===== config.mk =====
export PLATFORM = sky130hd
export DESIGN_NAME = psg_ctrl
export DESIGN_NICKNAME = d
export VERILOG_FILES = /design/src/rtl/core/psg_pkg.sv /design/src/rtl/core/psg_ctrl.sv
export SDC_FILE = /design/constraint.sdc
export NUM_CORES = 1
export LEC_CHECK = 0
export ABC_AREA = 1
export BUFFER_PORTS_ARGS = -buffer_cell sky130_fd_sc_hd__buf_2
export CORE_AREA = 2 2 39 41
export DETAILED_ROUTE_END_ITERATION = 10
export DIE_AREA = 0 0 41 43
export HOLD_SLACK_MARGIN = 0.15
export SLEW_MARGIN = 10
export SYNTH_ARGS = -nofsm -noshare
export SYNTH_HDL_FRONTEND = slang
export SYNTH_SLANG_ARGS = --single-unit

===== constraint.sdc =====
create_clock -name clk -period 2.2 [get_ports clk]
set_input_delay 0.44 -clock clk [delete_from_list [all_inputs] [get_ports clk]]
set_output_delay 0.44 -clock clk [all_outputs]
set_load 0.02 [all_outputs]

===== src/rtl/core/psg_pkg.sv =====
package psg_pkg;

    // fixed field widths
    localparam int LIMIT_W     = 13;
    localparam int INDEX_W     = 13;
    localparam int PRIME_OUT_W = 32;
    localparam int LIMIT_RESET = 4096;

    typedef enum logic [3:0] {
        ST_IDLE,
        ST_CHECK,
        ST_EMIT,
        ST_FETCH,
        ST_LOAD,
        ST_DIV,
        ST_EVAL,
        ST_COMMIT,
        ST_DONE
    } psg_state_t;

    // controller to datapath
    typedef struct packed {
        logic start;
        logic clr_idx;
        logic inc_idx;
        logic rd_emit;
        logic rd_div;
        logic div_load;
        logic div_step;
        logic advance;
        logic commit;
        logic emit_table;
        logic emit_done;
    } psg_cmd_t;

    // datapath to controller
    typedef struct packed {
        logic at_limit;
        logic need_new;
        logic stop;
        logic idx_end;
        logic div_last;
        logic p_gt_q;
        logic rem_zero;
        logic out_free;
    } psg_status_t;

endpackage


===== src/rtl/core/psg_ctrl.sv =====
module psg_ctrl
    import psg_pkg::*;
(
    input  logic        clk,
    input  logic        rst_n,
    input  logic        in_valid,
    output logic        in_ready,
    input  psg_status_t status,
    output psg_cmd_t    cmd
);

    psg_state_t state_reg;
    psg_state_t state_next;

    // state register
    always_ff @(posedge clk or negedge rst_n)
    begin
        if (!rst_n)
        begin
            state_reg <= ST_IDLE;
        end
        else
        begin
            state_reg <= state_next;
        end
    end

    // next state and commands
    always_comb
    begin
        state_next = state_reg;
        cmd        = '0;
        in_ready   = 1'b0;
        case (state_reg)
            ST_IDLE:
            begin
                in_ready = 1'b1;
                if (in_valid)
                begin
                    cmd.start  = 1'b1;
                    state_next = ST_CHECK;
                end
            end
            ST_CHECK:
            begin
                if (status.at_limit)
                begin
                    state_next = ST_DONE;
                end
                else if (!status.need_new)
                begin
                    cmd.rd_emit = 1'b1;
                    state_next  = ST_EMIT;
                end
                else if (status.stop)
                begin
                    state_next = ST_DONE;
                end
                else
                begin
                    cmd.clr_idx = 1'b1;
                    state_next  = ST_FETCH;
                end
            end
            ST_FETCH:
            begin
                if (status.idx_end)
                begin
                    state_next = ST_COMMIT;
                end
                else
                begin
                    cmd.rd_div = 1'b1;
                    state_next = ST_LOAD;
                end
            end
            ST_LOAD:
            begin
                cmd.div_load = 1'b1;
                state_next   = ST_DIV;
            end
            ST_DIV:
            begin
                cmd.div_step = 1'b1;
                if (status.div_last)
                begin
                    state_next = ST_EVAL;
                end
            end
            ST_EVAL:
            begin
                // divisor above the quotient: no factor left, candidate is prime
                if (status.p_gt_q)
                begin
                    state_next = ST_COMMIT;
                end
                else if (status.rem_zero)
                begin
                    cmd.advance = 1'b1;
                    state_next  = ST_CHECK;
                end
                else
                begin
                    cmd.inc_idx = 1'b1;
                    state_next  = ST_FETCH;
                end
            end
            ST_COMMIT:
            begin
                if (status.out_free)
                begin
                    cmd.commit = 1'b1;
                    state_next = ST_IDLE;
                end
            end
            ST_EMIT:
            begin
                if (status.out_free)
                begin
                    cmd.emit_table = 1'b1;
                    state_next     = ST_IDLE;
                end
            end
            ST_DONE:
            begin
                if (status.out_free)
                begin
                    cmd.emit_done = 1'b1;
                    state_next    = ST_IDLE;
                end
            end
            default:
            begin
                state_next = ST_IDLE;
            end
        endcase
    end

endmodule


# After elaboration in Yosys (flattened, before gate mapping)
# Cells that the tools add are included.
# word_totals
reg_bits	4
out_inout_bits	12
word_cells	49
# classes
eq_ne	11
muxes	34
n_reduce_logical	3
# op_table
operator	count
$mux 4	7
$pmux 4 s7	1
$mux 1	24
$eq 4x3->1 const B	4
$eq 4x2->1 const B	2
$eq 4x1->1 const B	1
$eq 4x4->1 const B	1
$logic_not 4->1	1
$mux 2	2
$ne 2x2->1 const B	2
$reduce_and 3->1	1
$reduce_or 3->1	1
$ne 2x1->1 const B	1

# Logic depth before layout (Yosys ltp)
# Gate-level depths: netlist of the first run.
# depth
depth_word	4
mapped_depth	9
ltp_nobuf	9

# Worst setup path before layout of the first run
# Ideal clock, no wire load.
# synth_path
kind	register to output
from	reg state_reg[3]
to	out cmd[7] (netlist name)
arrival_time_ns	1.137
path_slack_ns	0.623
stages_incl_launch_ff	4
path_buffers	0
cell_sequence	dfrtp_1 > nor2_1 > nand2_1 > nor3_1
# synth_rtl
item	line_no	text
from (decl)	psg_ctrl.sv:12	psg_state_t state_reg;
from (signal assigned)	psg_ctrl.sv:24	state_reg <= state_next;
to (decl)	psg_ctrl.sv:9	output psg_cmd_t cmd

==> results.cfg, run 1 <==
[outcome]
status = complete, no violations

[sta]
tightest_slew_ns = 0.2249
tns_ns = 0
finalSetupViolCount = 0
relSlewSlack_pct = 84.85
fmax_mhz = 571.2
hold_violations = 0
min_period_ns = 1.751
fin_skew_ns = 0.005182
period_share_pct = 79.58
hold_slack_ns = 0.5382
slew_viol_final = 0
rsz0062_at_grt = no

[clock_tree]
numCtsBuffers = 3
cts_tree = yes
hold_buffers = 1
clkSinkCount = 4
clockBufferDepth = 2
clkSlewWorstSetupHoldPaths_ns = 0.04
cts_resized = 0
post_cts_buffers = 0
clkLatencyLatePin_ns = 0.23
clock-root-buffer = clkbuf_4
htree_levels = 1

[logic_synthesis]
avgSynthCellArea_um2 = 5.326
syn_area_um2 = 415.4
yosysSeqAreaShare_pct = 24.10
synth_cells = 78
ys_types = 14
syn_nets = 89
synth_top_area_share_pct = 25.30
yosys-top-cells-area = nand2_1, dfrtp_1, nor2_1, inv_1, nand3_1
ys_warn_count = 0
synth_area_leader_cell = nand2_1
synth_seq_cells = 4

[final_layout]
n_antenna_cell = 0
drive_gt1_share_pct = 31.73
nets = 117
fillCellCount = 166
syn2layout_area_growth_pct = 39.16
largest_reg_flops = 4
fin_area_um2 = 578.1
post-route-util_pct = 41.77

[route]
highest_layer = met3
via_per_inst = 4.558
vias = 547
wl_per_cell_um = 9.317
first_pass_iters = 4
met3WireLength_um = 89
wl_met1_um = 510
route.met2.wl_um = 519
drt_iter0_drc = 19
drc = 0
ant_nets = 0
routed_wl_mm = 1.118

[die]
rows = 14
die_w_um = 41
initial_core_util_pct = 30.02
die_area_mm2 = 0.001763
die_h_um = 43
boundaryPins = 23
core_mm2 = 0.001384

[setup_path]
worstSetupEndpointType = output port
cp_slowest_stage_delay_ns = 0.41
worstPathCellList = inv_1, nor2_1, nand2_1, nor3_1, buf_2
worst_ep_required_time_ns = 1.76
arrival_ns = 1.31
critPathKind = flip-flop to output port
slowest_stage = dfrtp_1
cp_max_fo = 5
cp-start-kind = flip-flop

[place]
port_buffers = 22
dp_hpwl_um = 909.4
place_congestion = 0.8284
dpl_cell_area_um2 = 545.5

[power_and_ir_drop]
vdd_drop_max_uv = 410.1
p_per_area_mw_per_mm2 = 1179
p_leak_nw = 0.3816

[global_route]
grt_max_degree = 7
track_usage_pct = 13.84
grt_pass1_vias = 438
antenna_found_initial = 0
grt_pass1_wl_mm = 1.669
globalRoute.totalOverflow = 0

[worst_hold_path]
min_path_type = input pin to async pin

[flow_run]
cap_viol_max_count = 0
-- cell usage after synthesis --
library cell,number
nand2_1,28
nor2_1,15
inv_1,10
nand3_1,6
dfrtp_1,4
inv_2,3
nor3_1,3
nand2_2,2
nor2_2,2
a21oi_1,1
nand3_2,1
nor3b_1,1
o211ai_1,1
o21ai_0,1
-- where the power goes --
group | internal [mW] | total [mW] | switching (mW)
Combinational | 0.145 | 0.442 | 0.297
Clock | 0.0608 | 0.0885 | 0.0277
Sequential | 0.107 | 0.151 | 0.0435
Total | 0.313 | 0.681 | 0.369
-- worst paths after layout --
check	startpoint	end	slack [ns]	depth (start not counted)
worst max register to register	state_reg[0]	state_reg[0]	0.94	9
max in group asynchronous	rst_n	state_reg[3]	1.54	2
worst max-delay path	state_reg[2]	cmd[8]	0.45	5
min in group clk	state_reg[3]	state_reg[3]	0.54	2
worst min register to register	state_reg[3]	state_reg[3]	0.54	2
worst min-delay path	rst_n	state_reg[2]	0.54	2
-- critical path, delay by kind of cell (launching register included) --
| kind | cells | cell delay [ns] |
|---|---|---|
| buf+inv | 2 | 0.26 |
| simple gates | 3 | 0.40 |
| flops | 1 | 0.41 |
-- metrics by stage --
stage	power, mW	cells	worst slack [ns]
after floorplan	0.4753	78	0.6234
after global placement	0.5867	116	0.7061
after detailed placement	0.5896	116	0.6947
after CTS	0.6861	120	0.4455
after global routing	0.7532	120	0.3141
final	0.6815	120	0.4492
-- cells in the final DEF, fill, tap and decap left out --
cell | Yosys | final
a21oi_1 | 1 | 1
buf_2 | 0 | 22
clkbuf_4 | 0 | 3
dfrtp_1 | 4 | 4
dlygate4sd3_1 | 0 | 1
inv_1 | 10 | 10
inv_2 | 3 | 3
nand2_1 | 28 | 28
nand2_2 | 2 | 2
nand3_1 | 6 | 6
nand3_2 | 1 | 1
nor2_1 | 15 | 15
nor2_2 | 2 | 2
nor3_1 | 3 | 3
nor3b_1 | 1 | 1
o211ai_1 | 1 | 1
o21ai_0 | 1 | 1
-- kinds of logic after synthesis --
| kind of cell | count (synthesis) | share of synthesized area [%] |
|---|---|---|
| buf+inv | 13 | 11.75 |
| flops | 4 | 24.10 |
| compound gates | 3 | 4.215 |
| simple gates | 58 | 59.94 |
-- final cells by class --
type / instances / area [um^2] / area share, %
Tap cell: 16 / 20.02 / 3.463
Sequential cell: 4 / 100.1 / 17.32
Inverter: 13 / 48.80 / 8.442
Timing Repair Buffer: 23 / 120.1 / 20.78
Clock buffer: 3 / 22.52 / 3.896
Multi-Input combinational cell: 61 / 266.5 / 46.10
-- metal layers --
| layer | global-route usage (%) | vias up |
|---|---|---|
| met5 | 0 | - |
| met4 | 6.000 | 0 |
| met3 | 3.665 | 0 |
| met2 | 21.88 | 23 |
| met1 | 16.72 | 234 |
| li1 | - | 290 |
Note: power is estimated with default switching activity, not from simulation.
==> run 2: changes to the inputs <==
Clock period 2.2 ns to 1.6 ns, I/O delays scaled along.
==> results.cfg, run 2 (same netlist as run 1, synthesis figures left out) <==
[outcome]
status = complete, no violations

[die]
die_area_mm2 = 0.001763
boundaryPins = 23
die_h_um = 43
core_mm2 = 0.001384
initial_core_util_pct = 30.02
rows = 14
die_w_um = 41

[final_layout]
largest_reg_flops = 4
layout_common_cells = nand2_1, buf_2, nor2_1
multi_input_comb_area_um2 = 311.5
layoutNonFillerInstCount = 122
nets = 119
seq_area_um2 = 103.9
final_common_cell = nand2_1
drive_gt1_share_pct = 48.11
syn2layout_area_growth_pct = 58.43
fillCellCount = 158
n_antenna_cell = 0

[global_route]
track_usage_pct = 14.03
globalRoute.totalOverflow = 0
grtUsageMet1_pct = 17.32
grt_max_degree = 7
top_usage_layer = met2
antenna_found_initial = 0
grtUsageMet2_pct = 20.94
grt_pass1_wl_mm = 1.690
grt_pass1_vias = 456
grtUsageMet3_pct = 3.141

[clock_tree]
cts_tree = yes
clkSlewWorstSetupHoldPaths_ns = 0.04
htree_levels = 1
clock-root-buffer = clkbuf_4
numCtsBuffers = 3
clockBufferDepth = 2
clkLatencyLatePin_ns = 0.23
clkSinkCount = 4

[place]
port_buffers = 22
placed_cells = 116
place_congestion = 0.8464
dp_hpwl_um = 913.4
pre_cts_ws_ns = 0.2016

[setup_path]
worstPathCellList = nor2_4, nand2_1, nor3_1, buf_2
reg2reg_slack_ns = 0.32
reg2reg_from = state_reg[2]
cp-start-kind = flip-flop
reg2reg_to = state_reg[0]
cp_max_fo = 4
worst_ep_required_time_ns = 1.28
cp-endpoint = cmd[7]
cp.depth = 4
reg2reg_depth = 9
critPathKind = flip-flop to output port
cp_slowest_stage_delay_ns = 0.46
cp_num_buf_inv = 1
worstSetupEndpointType = output port
startpoint = state_reg[3]
slowest_stage = dfrtp_2
arrival_ns = 1.25
crit_family = flip-flops

[route]
first_pass_iters = 4
vias = 568
routed_wl_mm = 1.179
drc = 0
wl_per_cell_um = 9.664
via_per_inst = 4.656
drt_iter0_drc = 10
ant_nets = 0

[sta]
rsz0062_at_grt = yes
finalWorstSetupSlack_ns = 0.02703
hold_violations = 0
slew_viol_final = 0
period_share_pct = 98.31
fin_skew_ns = 0.003651
min_period_ns = 1.573
tightest_slew_ns = 0.2061
hold_slack_ns = 0.4201
finalSetupViolCount = 0
fmax_mhz = 635.7
relSlewSlack_pct = 86.12

[flow_run]
cap_viol_max_count = 0

[power_and_ir_drop]
combPwrFrac_pct = 65.8
pwr-share-clk_pct = 11.3
seq_power_share_pct = 23.0
p_switching_mw = 0.5834
p_leak_nw = 0.3910
p_per_area_mw_per_mm2 = 1642
switching_share_pct = 53.98
vdd_drop_max_uv = 629.9
internal_power_mw = 0.4973
finalPower_mw = 1.081

[worst_hold_path]
min_path_type = input pin to async pin
[run 2: changes by cell type in the layout (fill, tap and decap cells not counted), sizes merged]
cell | before | now
buf | 22 | 24
[run 2: per-stage QoR]
step / setup TNS (ns) / cell area [um^2] / utilization, %
final: 0 / 658.1 / 47.56
after global routing: -0.1818 / 658.1 / 47.56
after CTS: -0.006200 / 593.1 / 42.86
after detailed placement: 0 / 545.5 / 39.42
after global placement: 0 / 545.5 / 39.42
after floorplan: 0 / 415.4 / -
[run 2: worst min-delay path by stage]
stage,start,slack [ns],to
2_1_floorplan,rst_n,0.02,state_reg[0]
3_3_place_gp,rst_n,0.13,state_reg[2]
3_5_place_dp,rst_n,0.13,state_reg[2]
4_1_cts,rst_n,0.42,state_reg[2]
5_1_grt,rst_n,0.43,state_reg[0]
6_report,rst_n,0.42,state_reg[2]
[run 2: worst register-to-register path, stage by stage (launching register included)]
cell and delay [ns]:
dfrtp_2 0.44, buf_4 0.15, nand2_1 0.11, nor2_2 0.07
nand2_1 0.05, nand2_1 0.06, inv_2 0.09, nand2_2 0.07
nand2_1 0.08, nand2_1 0.05
[run 2: final cells by class]
cell class              count  share of cell area, %
multi-input cells          61                  47.34
well taps                  16                  3.042
repair buffers             25                  22.62
clock buffers               3                  3.422
inverters                  13                  7.795
flip-flops and latches      4                  15.78
[run 2: per-layer routing]
layer  vias to the layer above  share of wire, %
met5                         -                 0
met4                         0               1.8
met3                         2               7.5
met2                        23                48
met1                       245                42
li1                        298                 -
[run 2: repair_timing]
item	CTS	global route
buffers inserted	1	1
setup endpoints to repair	4	8
endpoints found under the hold margin	4	0
pin swaps	1	3
hold buffers	1	0
gates resized for setup	4	21
[run 2: power groups by stage]
stage	logic (mW)	clock network [mW]	registers [mW]
after floorplan	0.461	0	0.192
after global placement	0.606	0	0.207
after detailed placement	0.604	0	0.207
after CTS	0.637	0.130	0.209
after global routing	0.801	0.136	0.257
final	0.711	0.122	0.248
==> run 3: changes to the inputs <==
Settings changed: SETUP_SLACK_MARGIN from default to 0.1.
==> results.cfg, run 3 (same netlist as run 1, synthesis figures left out) <==
[outcome]
status = complete, no violations

[sta]
hold_violations = 0
finalSetupViolCount = 0
tns_ns = 0
tightest_slew_ns = 0.2049
finalWorstSetupSlack_ns = 0.004059
relSlewSlack_pct = 86.20
period_share_pct = 99.75
rsz0062_at_grt = yes
slew_viol_final = 0
fmax_mhz = 626.6
fin_skew_ns = 0.003760
min_period_ns = 1.596

[clock_tree]
clkSlewWorstSetupHoldPaths_ns = 0.04
clkSinkCount = 4
htree_levels = 1
clockBufferDepth = 2
cts_tree = yes
clkLatencyLatePin_ns = 0.23
clock-root-buffer = clkbuf_4
numCtsBuffers = 3

[route]
vias = 595
first_pass_iters = 4
via_per_inst = 4.685
ant_nets = 0
drc = 0
drt_iter0_drc = 17
wl_per_cell_um = 11.12
routed_wl_mm = 1.412

[die]
initial_core_util_pct = 30.02
die_w_um = 41
boundaryPins = 23
die_h_um = 43
rows = 14
die_area_mm2 = 0.001763
core_mm2 = 0.001384

[setup_path]
cp_max_fo = 6
arrival_ns = 1.28
reg2reg_from = state_reg[3]
cp-start-kind = flip-flop
reg2reg_slack_ns = 0.19
critPathKind = flip-flop to output port
worst_ep_required_time_ns = 1.28
reg2reg_depth = 10
reg2reg_to = state_reg[0]
worstSetupEndpointType = output port

[power_and_ir_drop]
finalPower_mw = 1.267
p_leak_nw = 0.4197
internal_power_mw = 0.6013
vdd_drop_max_uv = 693.9
switching_share_pct = 52.54
p_switching_mw = 0.6658
pwr-share-clk_pct = 9.6
seq_power_share_pct = 20.4
p_per_area_mw_per_mm2 = 1688
combPwrFrac_pct = 69.9

[final_layout]
layout_common_cells = nand2_1, buf_4, buf_2
fillCellCount = 141
nets = 124
drive_gt1_share_pct = 54.95
fin_area_um2 = 750.7
final_common_cell = nand2_1
multi_input_comb_area_um2 = 336.6
layoutNonFillerInstCount = 127
largest_reg_flops = 4
n_antenna_cell = 0
seq_area_um2 = 103.9
syn2layout_area_growth_pct = 80.72

[place]
port_buffers = 22
placed_cells = 116
pre_cts_ws_ns = 0.2016
dp_hpwl_um = 913.4
place_congestion = 0.8464
dpl_cell_area_um2 = 545.5

[global_route]
grt_pass1_vias = 506
track_usage_pct = 15.64
globalRoute.totalOverflow = 0
antenna_found_initial = 0
grt_pass1_wl_mm = 1.863
grt_max_degree = 7

[worst_hold_path]
min_path_type = input pin to async pin

[flow_run]
cap_viol_max_count = 0
## run 3: cell count changes in the layout (fill, tap and decap cells not counted), sizes merged
cell  previous run  this run
buf             24        29
## run 3: stage by stage
step                      hold WS [ns]  util [%]
final                           0.4211     54.25
after global placement          0.1298     39.42
after floorplan                0.02441         -
after detailed placement        0.1341     39.42
after CTS                       0.4199     46.93
after global routing            0.4285     54.25
## run 3: final cells by class
| type | count | share of cell area [%] |
|---|---|---|
| Sequential cell | 4 | 13.83 |
| Multi-Input combinational cell | 61 | 44.83 |
| Clock buffer | 3 | 3.000 |
| Inverter | 13 | 7.167 |
| Timing Repair Buffer | 30 | 28.50 |
| Tap cell | 16 | 2.667 |
## run 3: worst max path at each step
stage | end | start | slack [ns] | cells after the start
final | cmd[7] | state_reg[0] | 0.004 | 5
after global routing | cmd[7] | state_reg[0] | -0.08 | 5
after CTS | cmd[7] | state_reg[2] | 0.01 | 4
after detailed placement | cmd[7] | state_reg[3] | 0.20 | 4
after global placement | cmd[7] | state_reg[3] | 0.21 | 4
after floorplan | cmd[7] | state_reg[3] | 0.14 | 3
## run 3: timing repair
item / 4_1_cts / 5_1_grt
setup endpoints to repair: 11 / 12
pin swaps: 4 / 5
setup buffers: 4 / 3
hold buffers: 1 / 0
hold endpoints to repair: 4 / 0
resized for setup: 16 / 27
## run 3: metal layers
metal / global-route usage (%) / part of all wire (%)
met1: 17.65 / 40
met5: 0 / 0
met3: 3.141 / 6.5
met2: 23.75 / 51
met4: 12.67 / 2.1
## run 3: worst max-delay path, cell delays in order, from the launching register on
cell	delay (ns)
dfrtp_2	0.45
inv_2	0.07
nor2_1	0.14
nand2_1	0.11
nor3_2	0.12
buf_4	0.16
## run 3: power groups by stage
stage          Combinational (mW)  Clock (mW)  Sequential, mW
2_1_floorplan               0.461           0           0.192
3_5_place_dp                0.604           0           0.207
5_1_grt                     0.974       0.136           0.264
3_3_place_gp                0.606           0           0.207
4_1_cts                     0.720       0.130           0.220
6_report                    0.886       0.122           0.259
